### config.mk
export PLATFORM = sky130hd
export DESIGN_NAME = button_event_queue_masked_take
export DESIGN_NICKNAME = d
export VERILOG_FILES = /design/src/sv/bemt_pkg.sv /design/src/sv/bemt_cell.sv /design/src/sv/button_event_queue_masked_take.sv
export VERILOG_INCLUDE_DIRS = /design/src /design/src/sv
export SDC_FILE = /design/constraint.sdc
export NUM_CORES = 1
export LEC_CHECK = 0
export BUFFER_PORTS_ARGS = -buffer_cell sky130_fd_sc_hd__buf_2
export CAP_MARGIN = 20
export CORE_ASPECT_RATIO = 0.8
export CORE_MARGIN = 5
export CORE_UTILIZATION = 45
export DETAILED_ROUTE_END_ITERATION = 10
export GPL_ROUTABILITY_DRIVEN = 0
export SLEW_MARGIN = 20
export SYNTH_ARGS = -nofsm -noshare
export SYNTH_HDL_FRONTEND = slang
export SYNTH_HIERARCHICAL = 1
export SYNTH_SLANG_ARGS = --single-unit
export TNS_END_PERCENT = 5
### constraint.sdc
create_clock -name clk -period 3.9 [get_ports clk]
set_clock_uncertainty 0.1 [all_clocks]
set_input_delay 0.39 -clock clk [delete_from_list [all_inputs] [get_ports clk]]
set_output_delay 0.39 -clock clk [all_outputs]
set_load 0.1 [all_outputs]
### src/sv/button_event_queue_masked_take_macros.svh
// ---------------------------------------------------------------------------
// Assertion macros for the button event queue
// Clocked on clk, disabled while arst_n is low.
// ---------------------------------------------------------------------------
`ifndef BUTTON_EVENT_QUEUE_MASKED_TAKE_MACROS_SVH
`define BUTTON_EVENT_QUEUE_MASKED_TAKE_MACROS_SVH

// same-cycle implication
`define BEMT_ASSERT_NOW(label, ante, cons, msg) \
	label: assert property (@(posedge clk) disable iff (!arst_n) (ante) |-> (cons)) \
		else $error(msg);

// next-cycle implication
`define BEMT_ASSERT_NEXT(label, ante, cons, msg) \
	label: assert property (@(posedge clk) disable iff (!arst_n) (ante) |=> (cons)) \
		else $error(msg);

`endif

### src/sv/bemt_pkg.sv
// ---------------------------------------------------------------------------
// bemt_pkg
// Types and constants shared by the button event queue and its cells.
// ---------------------------------------------------------------------------
package bemt_pkg;

	localparam int CODE_BITS = 10;
	localparam int FILL_BITS = 4;

	localparam logic CMD_PUSH = 1'b0;
	localparam logic CMD_TAKE = 1'b1;

	typedef logic [CODE_BITS-1:0] code_t;

	typedef struct packed {
		logic  cmd;
		code_t button_code;
		code_t take_mask;
	} bemt_req_t;

	typedef struct packed {
		logic                 found;
		code_t                taken_code;
		logic                 dropped_oldest;
		logic [FILL_BITS-1:0] fill_level;
	} bemt_res_t;

	// broadcast control to every cell
	typedef struct packed {
		logic  append;  // nonzero push, room left
		logic  drop;    // nonzero push, queue full: shift all
		logic  take;
		code_t code;
		code_t mask;
	} bemt_ctl_t;

	// search chain passed from older to younger cell
	typedef struct packed {
		logic  hit;
		code_t code;
	} bemt_chain_t;

endpackage

### src/sv/bemt_cell.sv
// ---------------------------------------------------------------------------
// bemt_cell
// One queue slot: holds a code, takes part in the oldest-first masked
// search and shifts toward the oldest end when an older slot is removed.
// ---------------------------------------------------------------------------
module bemt_cell (
	input  logic                clk,
	input  bemt_pkg::bemt_ctl_t ctl,
	input  logic                valid,
	input  logic                tail,
	input  bemt_pkg::code_t     younger,
	input  bemt_pkg::bemt_chain_t chain_in,
	output bemt_pkg::bemt_chain_t chain_out,
	output bemt_pkg::code_t     code
);
	import bemt_pkg::*;

	code_t code_q;
	logic  match;
	logic  here;

	always_comb begin
		match          = valid && ((code_q & ~ctl.mask) == '0);
		here           = match && !chain_in.hit;
		chain_out.hit  = chain_in.hit || match;
		chain_out.code = chain_in.code | (here ? code_q : '0);
	end

	always_ff @(posedge clk) begin
		if (ctl.drop || (ctl.take && chain_out.hit)) begin
			code_q <= younger;
		end else if (ctl.append && tail) begin
			code_q <= ctl.code;
		end
	end

	assign code = code_q;

endmodule

### src/sv/button_event_queue_masked_take.sv
// ---------------------------------------------------------------------------
// button_event_queue_masked_take
// Bounded oldest-first queue of button codes with masked take.
// ---------------------------------------------------------------------------
// Usage:
//  - A transaction is issued by raising start with req valid; it is taken at
//    the rising edge where start is high and busy is low. busy stays low, so
//    a new transaction may be issued every cycle.
//  - req.cmd selects push (append a nonzero code, dropping the oldest when
//    full) or take (remove the oldest entry whose bits all lie in take_mask).
//    A push of zero changes nothing but still returns a result.
//  - Exactly one result per transaction: done pulses for one cycle, the cycle
//    after acceptance, with result valid. Throughput one transaction per
//    cycle.
//  - The queue is a row of QUEUE_DEPTH cells, oldest at cell 0. The search
//    ripples a hit flag from oldest to youngest through the cells, which sets
//    the combinational path; removal shifts each younger cell one place down.
//  - Only the fill count and done are reset; cell contents are never read above it.
//  - The receiver cannot stall: a result not taken in its cycle is lost.
// ---------------------------------------------------------------------------
module button_event_queue_masked_take #(
	parameter int QUEUE_DEPTH = 8
) (
	input  logic                clk,
	input  logic                arst_n,
	input  logic                start,
	output logic                busy,
	input  bemt_pkg::bemt_req_t req,
	output logic                done,
	output bemt_pkg::bemt_res_t result
);
	import bemt_pkg::*;

	localparam int CW = $clog2(QUEUE_DEPTH + 1);

	logic                     accept;
	logic [CW-1:0]            count_q;
	logic [CW-1:0]            count_d;
	logic                     full;
	bemt_ctl_t                ctl;
	bemt_chain_t              chain [QUEUE_DEPTH+1];
	code_t                    cell_code [QUEUE_DEPTH];
	logic                     found;
	logic [CW+FILL_BITS-1:0]  fill_wide;
	logic                     done_q;
	bemt_res_t                result_q;

	// busy is never raised: the design never stalls a transaction
	assign busy   = 1'b0;
	assign accept = start && !busy;
	assign full   = (count_q == CW'(QUEUE_DEPTH));

	always_comb begin
		ctl        = '0;
		ctl.code   = req.button_code;
		ctl.mask   = req.take_mask;
		if (accept) begin
			case (req.cmd)
				CMD_PUSH: begin
					ctl.append = (req.button_code != '0) && !full;
					ctl.drop   = (req.button_code != '0) && full;
				end
				CMD_TAKE: begin
					ctl.take   = 1'b1;
				end
				default: begin
					ctl.take   = 1'b0;
				end
			endcase
		end
	end

	// search chain enters empty at the oldest end
	assign chain[0] = '0;

	for (genvar i = 0; i < QUEUE_DEPTH; i++) begin : g_cell
		code_t younger;
		if (i == QUEUE_DEPTH - 1) begin : g_last
			assign younger = ctl.code;  // drop shifts the new code into the tail
		end else begin : g_mid
			assign younger = cell_code[i+1];
		end
		bemt_cell u_cell (
			.clk       (clk),
			.ctl       (ctl),
			.valid     (CW'(i) < count_q),
			.tail      (CW'(i) == count_q),
			.younger   (younger),
			.chain_in  (chain[i]),
			.chain_out (chain[i+1]),
			.code      (cell_code[i])
		);
	end

	assign found = ctl.take && chain[QUEUE_DEPTH].hit;

	always_comb begin
		count_d = count_q;
		if (ctl.append) begin
			count_d = count_q + CW'(1);
		end else if (found) begin
			count_d = count_q - CW'(1);
		end
	end

	always_ff @(posedge clk or negedge arst_n) begin
		if (!arst_n) begin
			count_q <= '0;
			done_q  <= 1'b0;
		end else begin
			count_q <= count_d;
			done_q  <= accept;
		end
	end

	assign fill_wide = {{FILL_BITS{1'b0}}, count_d};

	// result payload, no reset needed
	always_ff @(posedge clk) begin
		if (accept) begin
			result_q.found          <= found;
			result_q.taken_code     <= found ? chain[QUEUE_DEPTH].code : '0;
			result_q.dropped_oldest <= ctl.drop;
			result_q.fill_level     <= fill_wide[FILL_BITS-1:0];
		end
	end

	assign done   = done_q;
	assign result = result_q;

`include "button_event_queue_masked_take_macros.svh"

	`BEMT_ASSERT_NOW(a_count_bound, 1'b1, count_q <= CW'(QUEUE_DEPTH), "fill count above depth")
	`BEMT_ASSERT_NEXT(a_done_follows, accept, done, "result strobe missing after transaction")
	`BEMT_ASSERT_NEXT(a_no_spurious, !accept, !done, "result strobe without transaction")
	`BEMT_ASSERT_NEXT(a_drop_full, ctl.drop, count_q == CW'(QUEUE_DEPTH), "drop left queue not full")
	`BEMT_ASSERT_NOW(a_take_noinc, ctl.take, count_d <= count_q, "take grew the queue")

endmodule
==> run summary, run 1 <==
### Status
* **run status** finished clean

### Global route
* **global-route congestion overflow total** 0
* **aggregate global-route resource usage** 0.181
* **pin count of the biggest net entering global routing** 19
* **number of global-route vias before repair** 4314
* **number of antenna violations at the first check in global routing** 0
* **global-route wire length before repair** 24.8 mm

### Synth
* **post-synthesis instance area** 6580 µm²
* **number of distinct library cells after synthesis** 38
* **yosys synthesis warning count** 6
* **synthesized flop and latch total** 101
* **Mean Syn Cell Area** 13.3 µm²
* **sequential-to-total area share from yosys stat** 0.457
* **number of instances in the synthesized netlist** 494

### Final layout
* **synth-to-layout area growth** 13.0%
* **storage element area** 3010 µm²
* **footprint of the multi-input gates** 3310 µm²
* **utilization of the core after routing** 0.520
* **number of nets in the final layout** 592
* **number of antenna repair diodes** 0
* **Post-Layout Cell Count** 753
* **# fillers** 1246
* **share of layout cells above drive strength 1** 0.381

### Worst setup path
* **worst setup slack for register-to-register paths** 0.18 ns
* **CP Data Required Time** 3.77 ns
* **depth of the worst register-to-register path** 14
* **arrival time of data at the critical path endpoint** 3.59 ns
* **delay-heaviest family, CP** compound AO/OA/AOI/OAI gates
* **Slowest-stage cell, CP** sky130_fd_sc_hd__nand2_1
* **Reg-to-Reg End** g_cell[6].u_cell/code[8]
* **CP dominant cell by count** sky130_fd_sc_hd__a31o_2
* **kind of launch point of the worst setup path** register
* **cell-by-cell trace of the critical path** inv_1, ha_2, nand2_2, o2111a_2, a31o_2, a31o_2, a31o_2, a31o_2, a31o_2, a31o_2, a21o_1, a41oi_2, buf_4, nand2_1
* **buffers plus inverters on the worst setup path** 2
* **Crit. End Element** register
* **critical path's largest stage delay** 0.39 ns
* **start-to-end type of the worst setup path** reg -> reg
* **Critical R2R Launch** count_q[0]
* **worst-path maximum fanout** 11

### STA
* **portion of the clock cycle consumed by the worst path in the final layout** 0.953
* **setup slack after layout** 0.182 ns
* **Hold Vio Cnt, Final** 0
* **Pins Over Slew Limit** 0
* **summed negative setup slack over all endpoints** 0 ns
* **headroom to the max-slew limit** 0.530
* **total of endpoints with negative setup slack in the final report** 0
* **Worst Tran Pin Value** 0.705 ns
* **achievable frequency** 0.269 GHz
* **clock period minus worst slack** 3.72 ns
* **RSZ-0062 raised after global routing** false
* **smallest hold slack** 0.278 ns

### Clock network
* **TritonCTS Buffers** 9
* **root buffer cell** sky130_fd_sc_hd__clkbuf_16
* **TritonCTS clock tree** built
* **Post-CTS Repair Setup Buffers** 0
* **deepest clock path buffer count** 2
* **clk_lat worst skew** 0.35 ns
* **clock tree sinks** 101
* **clock transition at the registers of the reported paths** 0.07 ns
* **number of H-tree levels** 3

### Route
* **remaining antenna violation count after routing** 0
* **number of vias per cell** 5.61
* **average wire length per cell after detail routing** 20.8 µm
* **Post-Route WL** 15.7 mm
* **vias after detailed routing** 4221
* **DRC errors left** 0
* **number of iterations in the first detailed-routing pass** 5
* **Iteration-0 DRC Markers** 246

### Die
* **DIE AREA** 17200 µm²
* **Initial Utilization** 0.460
* **core outline area** 14300 µm²
* **std cell rows** 39
* **width of the die** 145 µm
* **top-level port count** 42
* **die span in y** 118 µm

### Placement
* **Post-Place Worst Slack** 0.0952 ns
* **total instance count after detailed placement** 736
* **number of I/O port buffers** 40
* **hpwl dp** 12.2 mm

### Power
* **Leakage** 3.44 nW
* **power per unit of standard cell area** 503 nW/µm²
* **IR drop worst, VDD** 0.320 mV

### Flow run
* **total of max-cap violations** 0

### Hold path
* **worst min-delay path category** in -> async

-- cell usage after synthesis --
master / count / area share
sky130_fd_sc_hd__a2111oi_4: 8 / 0.033
sky130_fd_sc_hd__a21o_1: 90 / 0.10
sky130_fd_sc_hd__a21oi_1: 1 / 0.00076
sky130_fd_sc_hd__a222oi_1: 8 / 0.012
sky130_fd_sc_hd__a22oi_2: 1 / 0.0019
sky130_fd_sc_hd__a311oi_4: 1 / 0.0040
sky130_fd_sc_hd__a31o_2: 8 / 0.011
sky130_fd_sc_hd__a31oi_1: 1 / 0.00095
sky130_fd_sc_hd__a41oi_1: 1 / 0.0013
sky130_fd_sc_hd__a41oi_2: 8 / 0.020
sky130_fd_sc_hd__and2_1: 18 / 0.017
sky130_fd_sc_hd__and4b_2: 8 / 0.014
sky130_fd_sc_hd__buf_2: 9 / 0.0068
sky130_fd_sc_hd__buf_4: 1 / 0.0011
sky130_fd_sc_hd__buf_6: 8 / 0.014
sky130_fd_sc_hd__clkbuf_1: 2 / 0.0011
sky130_fd_sc_hd__clkinvlp_2: 8 / 0.0061
sky130_fd_sc_hd__conb_1: 1 / 0.00057
sky130_fd_sc_hd__dfrtp_1: 5 / 0.019
sky130_fd_sc_hd__edfxtp_1: 96 / 0.44
sky130_fd_sc_hd__ha_1: 4 / 0.0076
sky130_fd_sc_hd__inv_1: 34 / 0.019
sky130_fd_sc_hd__inv_2: 4 / 0.0023
sky130_fd_sc_hd__mux2_2: 8 / 0.014
sky130_fd_sc_hd__mux2_4: 73 / 0.17
sky130_fd_sc_hd__nand2_1: 21 / 0.012
sky130_fd_sc_hd__nand2b_1: 16 / 0.015
sky130_fd_sc_hd__nand3_1: 2 / 0.0015
sky130_fd_sc_hd__nor2_1: 7 / 0.0040
sky130_fd_sc_hd__nor2b_1: 25 / 0.024
sky130_fd_sc_hd__nor3b_2: 1 / 0.0019
sky130_fd_sc_hd__nor4_1: 1 / 0.00095
sky130_fd_sc_hd__nor4_4: 2 / 0.0065
sky130_fd_sc_hd__o2111a_1: 8 / 0.014
sky130_fd_sc_hd__o221ai_1: 1 / 0.0013
sky130_fd_sc_hd__or2_2: 1 / 0.00095
sky130_fd_sc_hd__or3_1: 1 / 0.00095
sky130_fd_sc_hd__xnor2_1: 2 / 0.0027
-- layout make-up --
class,instances,area share
Clock buffer,10,0.0308
Multi-Input combinational cell,340,0.445
Timing Repair Buffer,66,0.0552
Sequential cell,101,0.404
Inverter,46,0.0246
Tap cell,184,0.0310
Clock inverter,6,0.00925
-- flip-flops by register name, indices dropped and copies added (netlist names) --
name                count
g_cell.u_cell/code     80
done                    1
result                 16
count_q                 4
-- cell usage in the layout, fill, tap and decap left out, types with 2 or more instances in the layout --
cell type	netlist	routed
sky130_fd_sc_hd__a2111oi_4	8	8
sky130_fd_sc_hd__a21o_1	90	90
sky130_fd_sc_hd__a222oi_1	8	8
sky130_fd_sc_hd__a31o_2	8	8
sky130_fd_sc_hd__a41oi_2	8	8
sky130_fd_sc_hd__and2_1	18	18
sky130_fd_sc_hd__and4b_2	8	8
sky130_fd_sc_hd__buf_2	9	40
sky130_fd_sc_hd__buf_4	1	24
sky130_fd_sc_hd__clkbuf_16	0	9
sky130_fd_sc_hd__clkinvlp_2	8	8
sky130_fd_sc_hd__conb_1	1	14
sky130_fd_sc_hd__dfrtp_1	5	5
sky130_fd_sc_hd__edfxtp_1	96	96
sky130_fd_sc_hd__ha_1	4	3
sky130_fd_sc_hd__inv_1	34	34
sky130_fd_sc_hd__inv_2	4	4
sky130_fd_sc_hd__inv_6	0	2
sky130_fd_sc_hd__mux2_2	8	8
sky130_fd_sc_hd__mux2_4	73	73
sky130_fd_sc_hd__nand2_1	21	19
sky130_fd_sc_hd__nand2_2	0	2
sky130_fd_sc_hd__nand2b_1	16	16
sky130_fd_sc_hd__nor2_1	7	6
sky130_fd_sc_hd__nor2b_1	25	25
sky130_fd_sc_hd__nor4_4	2	2
sky130_fd_sc_hd__o2111a_1	8	7
sky130_fd_sc_hd__xnor2_1	2	2
-- worst register-to-register path: cells and delay by family, from the launching register on --
| family | cells | cell delay, ns |
|---|---|---|
| AND/OR/NAND/NOR | 2 | 0.47 |
| flip-flops | 1 | 0.38 |
| AO/OA/AOI/OAI | 9 | 1.85 |
| buffers and inverters | 2 | 0.35 |
| adder cells (fa/ha/maj) | 1 | 0.19 |
-- worst max path at each step --
stage	endpoint	slack, ns	from	cells after the start
after floorplan	result[2]	0.07	count_q[2]	16
after global placement	result[2]	0.14	count_q[0]	16
after detailed placement	g_cell[7].u_cell/code[1]	0.1	count_q[0]	15
after CTS	g_cell[7].u_cell/code[1]	0.07	count_q[0]	15
after global routing	g_cell[7].u_cell/code[9]	0.02	count_q[1]	16
final	g_cell[6].u_cell/code[8]	0.18	count_q[0]	14
-- metrics by stage --
stage / instance area (µm²) / total power [W]
detailed placement: 7110 / 0.00282
global placement: 7110 / 0.00279
floorplan: 6630 / 0.00247
CTS: 7420 / 0.00375
global route: 7440 / 0.00392
finish: 7440 / 0.00374
-- report_power, final --
part           switching, W  internal (W)
sequential         0.000116       0.00142
clock              0.000419      0.000503
combinational      0.000754      0.000531
total               0.00129       0.00245
-- cells by family (layout without fill, tap and decap cells) --
kind of cell	count (synthesis)	in the layout	share of synthesized area
AO/OA/AOI/OAI	136	136	0.203
XOR/XNOR	2	2	0.00266
adder cells (fa/ha/maj)	4	4	0.00761
buffers and inverters	66	128	0.0506
flip-flops	101	101	0.457
multiplexers	81	81	0.180
other	1	14	0.000570
AND/OR/NAND/NOR	103	103	0.0985
-- routing by layer --
metal  track usage  wire (µm)  up-vias
met3        0.0360        627       16
met4        0.0396        145        0
li1              -          -     1989
met1         0.267       8000     2135
met5             0          0        -
met2         0.276       6920       81
-- what timing repair did --
item                                    4_1_cts  5_1_grt
endpoints found under the hold margin         5        0
endpoints found under the setup margin        0       33
hold buffers                                  1        0
resized for setup                             0        7
Power figures use the tool's default switching activity.
==> run 2: changes to the inputs <==
--- a/config.mk
+++ b/config.mk
@@ -13,6 +13,7 @@
 export CORE_UTILIZATION = 45
 export DETAILED_ROUTE_END_ITERATION = 10
 export GPL_ROUTABILITY_DRIVEN = 0
+export SETUP_SLACK_MARGIN = 0.3
 export SLEW_MARGIN = 20
 export SYNTH_ARGS = -nofsm -noshare
 export SYNTH_HDL_FRONTEND = slang
==> run 2 against run 1 <==
Power up 3.7%. Worst hold slack worse by 0.0052 ns. First-iteration DRC count down 17%. Sequential cell count unchanged. Sequential share of layout area down 0.83 points. Largest cell class unchanged. Combinational power up 9%. Register-to-register slack better by 0.11 ns. Clock-buffer cell count unchanged. Critical path depth up 2. Die area unchanged. Final cell count up 0.53%. Global-route usage up 0.64 points.
==> run summary, run 2 (synthesized netlist as in run 1, its figures left out) <==
### Route
* **number of iterations in the first detailed-routing pass** 6, +1
* **Post-Route WL** 16.0 mm, +1.8%
* **remaining antenna violation count after routing** 0, unchanged
* **vias after detailed routing** 4226, +0.12%
* **average wire length per cell after detail routing** 21.1 µm, +1.2%
* **number of vias per cell** 5.58, -0.41%
* **DRC errors left** 0, unchanged
* **Iteration-0 DRC Markers** 203, -17%

### Clock network
* **root buffer cell** sky130_fd_sc_hd__clkbuf_16
* **clock tree sinks** 101, unchanged
* **TritonCTS clock tree** built
* **clk_lat worst skew** 0.36 ns, about the same
* **TritonCTS Buffers** 9, unchanged
* **clock transition at the registers of the reported paths** 0.07 ns, about the same
* **number of H-tree levels** 3, unchanged
* **deepest clock path buffer count** 2, unchanged

### Power
* **Net Sw Power** 0.00135 W, +5.0%
* **Internal Pwr Total** 0.00253 W, +3.0%
* **combinational cell fraction of total power** 0.357, +0.014
* **power per unit of standard cell area** 510 nW/µm², +1.4%
* **Leakage** 3.50 nW, +1.9%
* **total power consumption of the routed design** 0.00388 W, +3.7%
* **Sw Ratio** 0.349, +0.00437
* **Sequential Power Share** 0.399, -0.011
* **relative contribution of the clock network to total power** 0.244, -0.002
* **IR drop worst, VDD** 0.358 mV, +12%

### Placement
* **number of I/O port buffers** 40, unchanged
* **hpwl dp** 12.1 mm, -0.49%
* **Post-Place Worst Slack** 0.163 ns, +0.0674 ns

### Global route
* **pin count of the biggest net entering global routing** 20, +1
* **aggregate global-route resource usage** 0.187, +0.00635
* **number of antenna violations at the first check in global routing** 0, unchanged
* **global-route congestion overflow total** 0, unchanged
* **number of global-route vias before repair** 4472, +3.7%
* **global-route wire length before repair** 25.2 mm, +1.9%

### Final layout
* **share of layout cells above drive strength 1** 0.401, +0.0200
* **flip-flop count of the largest register, all copies and words added** 80, unchanged
* **most common cell after layout, fill and taps aside** sky130_fd_sc_hd__edfxtp_1
* **top library cells by usage in the layout, fill and taps aside** 96 x sky130_fd_sc_hd__edfxtp_1, 90 x sky130_fd_sc_hd__a21o_1, 74 x sky130_fd_sc_hd__mux2_4
* **# fillers** 1277, +2.5%
* **footprint of the multi-input gates** 3410 µm², +3.1%
* **number of nets in the final layout** 596, +0.68%
* **number of antenna repair diodes** 0, unchanged
* **storage element area** 3010 µm², about the same
* **synth-to-layout area growth** 15.5%

### Worst setup path
* **arrival time of data at the critical path endpoint** 3.63 ns, +0.04 ns
* **Crit. End Element** register
* **CP Data Required Time** 3.91 ns, +0.14 ns
* **Critical R2R Launch** count_q[1]
* **worst-path maximum fanout** 6, -5
* **start-to-end type of the worst setup path** reg -> reg
* **cell-by-cell trace of the critical path** inv_4, ha_4, nand2_4, o2111a_2, a31o_4, a31o_4, a31o_4, a31o_4, a31o_4, a31o_4, a31o_4, a21o_1, a41oi_2, buf_4, buf_12, mux2_4
* **delay-heaviest family, CP** compound AO/OA/AOI/OAI gates
* **Critical Path Start** count_q[1]
* **kind of launch point of the worst setup path** register
* **Slowest-stage cell, CP** sky130_fd_sc_hd__dfrtp_2
* **buffers plus inverters on the worst setup path** 3, +1
* **CP dominant cell by count** sky130_fd_sc_hd__a31o_4
* **critical path's largest stage delay** 0.43 ns, +0.04 ns

### STA
* **Pins Over Slew Limit** 0, unchanged
* **headroom to the max-slew limit** 0.535, +0.00530
* **RSZ-0062 raised after global routing** true
* **total of endpoints with negative setup slack in the final report** 0, unchanged
* **Worst Tran Pin Value** 0.697 ns, -0.00795 ns
* **portion of the clock cycle consumed by the worst path in the final layout** 0.926, -0.0269
* **setup slack after layout** 0.287 ns, +0.105 ns
* **Hold Vio Cnt, Final** 0, unchanged
* **clock period minus worst slack** 3.61 ns, -0.105 ns
* **summed negative setup slack over all endpoints** 0 ns, unchanged
* **achievable frequency** 0.277 GHz, +2.9%

### Die
* **Initial Utilization** 0.460, unchanged
* **DIE AREA** 17200 µm², unchanged
* **die span in y** 118 µm, unchanged
* **top-level port count** 42, unchanged
* **std cell rows** 39, unchanged
* **core outline area** 14300 µm², unchanged
* **width of the die** 145 µm, unchanged

### Status
* **run status** finished clean

### Flow run
* **total of max-cap violations** 0, unchanged

### Hold path
* **worst min-delay path category** in -> async

-- run 2: changes by cell type in the layout (fill, tap and decap cells not counted), sizes merged --
cell    previous run  this run
buf               65        68
clkbuf            10        11
-- run 2: stage by stage --
stage | util | hold WS (ns) | std cells | area (µm²)
after floorplan | - | -0.00559 | 507 | 6700
after global placement | 0.497 | 0.112 | 726 | 7100
after global routing | 0.532 | 0.290 | 757 | 7600
final | 0.532 | 0.273 | 757 | 7600
after detailed placement | 0.497 | 0.118 | 726 | 7100
after CTS | 0.530 | 0.258 | 753 | 7580
-- run 2: power groups by stage --
stage          Sequential, W  Combinational, W  Clock, W
2_1_floorplan        0.00172          0.000813         0
3_3_place_gp         0.00156           0.00125         0
3_5_place_dp         0.00157           0.00127         0
4_1_cts              0.00155           0.00136  0.000963
5_1_grt              0.00157           0.00147   0.00100
6_report             0.00155           0.00139  0.000947
-- run 2: final cells by class --
type,instances,area share
clock buffers,10,0.0301
clock inverters,6,0.00938
inverters,46,0.0244
multi-input cells,340,0.449
flip-flops and latches,101,0.396
well taps,184,0.0303
repair buffers,70,0.0607
-- run 2: timing repair --
| action | 4_1_cts | 5_1_grt |
|---|---|---|
| hold endpoints to repair | 5 | 0 |
| resized for setup | 14 | 2 |
| pin swaps | 4 | 2 |
| hold buffers | 1 | 0 |
| cloned | 1 | 0 |
| endpoints found under the setup margin | 36 | 34 |
| buffers inserted | 9 | 4 |
-- run 2: per-layer routing --
metal	GRT usage	share of wire	vias to the layer above
met3	0.0432	0.039	10
met4	0.0338	0.0081	0
li1	-	-	1997
met2	0.292	0.45	76
met5	0	0	-
met1	0.270	0.50	2143
-- run 2: worst register-to-register path, delay by kind of cell (launching register included) --
kind	cells	cell delay (ns)
compound gates	10	2.00
fa+ha+maj	1	0.16
buf+inv	3	0.35
flops	1	0.43
mux	1	0.30
simple gates	1	0.06
-- run 2: final timing paths --
check | depth (start not counted) | slack (ns) | endpoint
max | 16 | 0.29 | g_cell[7].u_cell/code[4]
min in group clk | 2 | 0.35 | done
min reg2reg | 1 | 0.52 | g_cell[4].u_cell/code[5]
min | 2 | 0.27 | count_q[3]
max in group asynchronous | 2 | 3.27 | count_q[0]
max reg2reg | 16 | 0.29 | g_cell[7].u_cell/code[4]
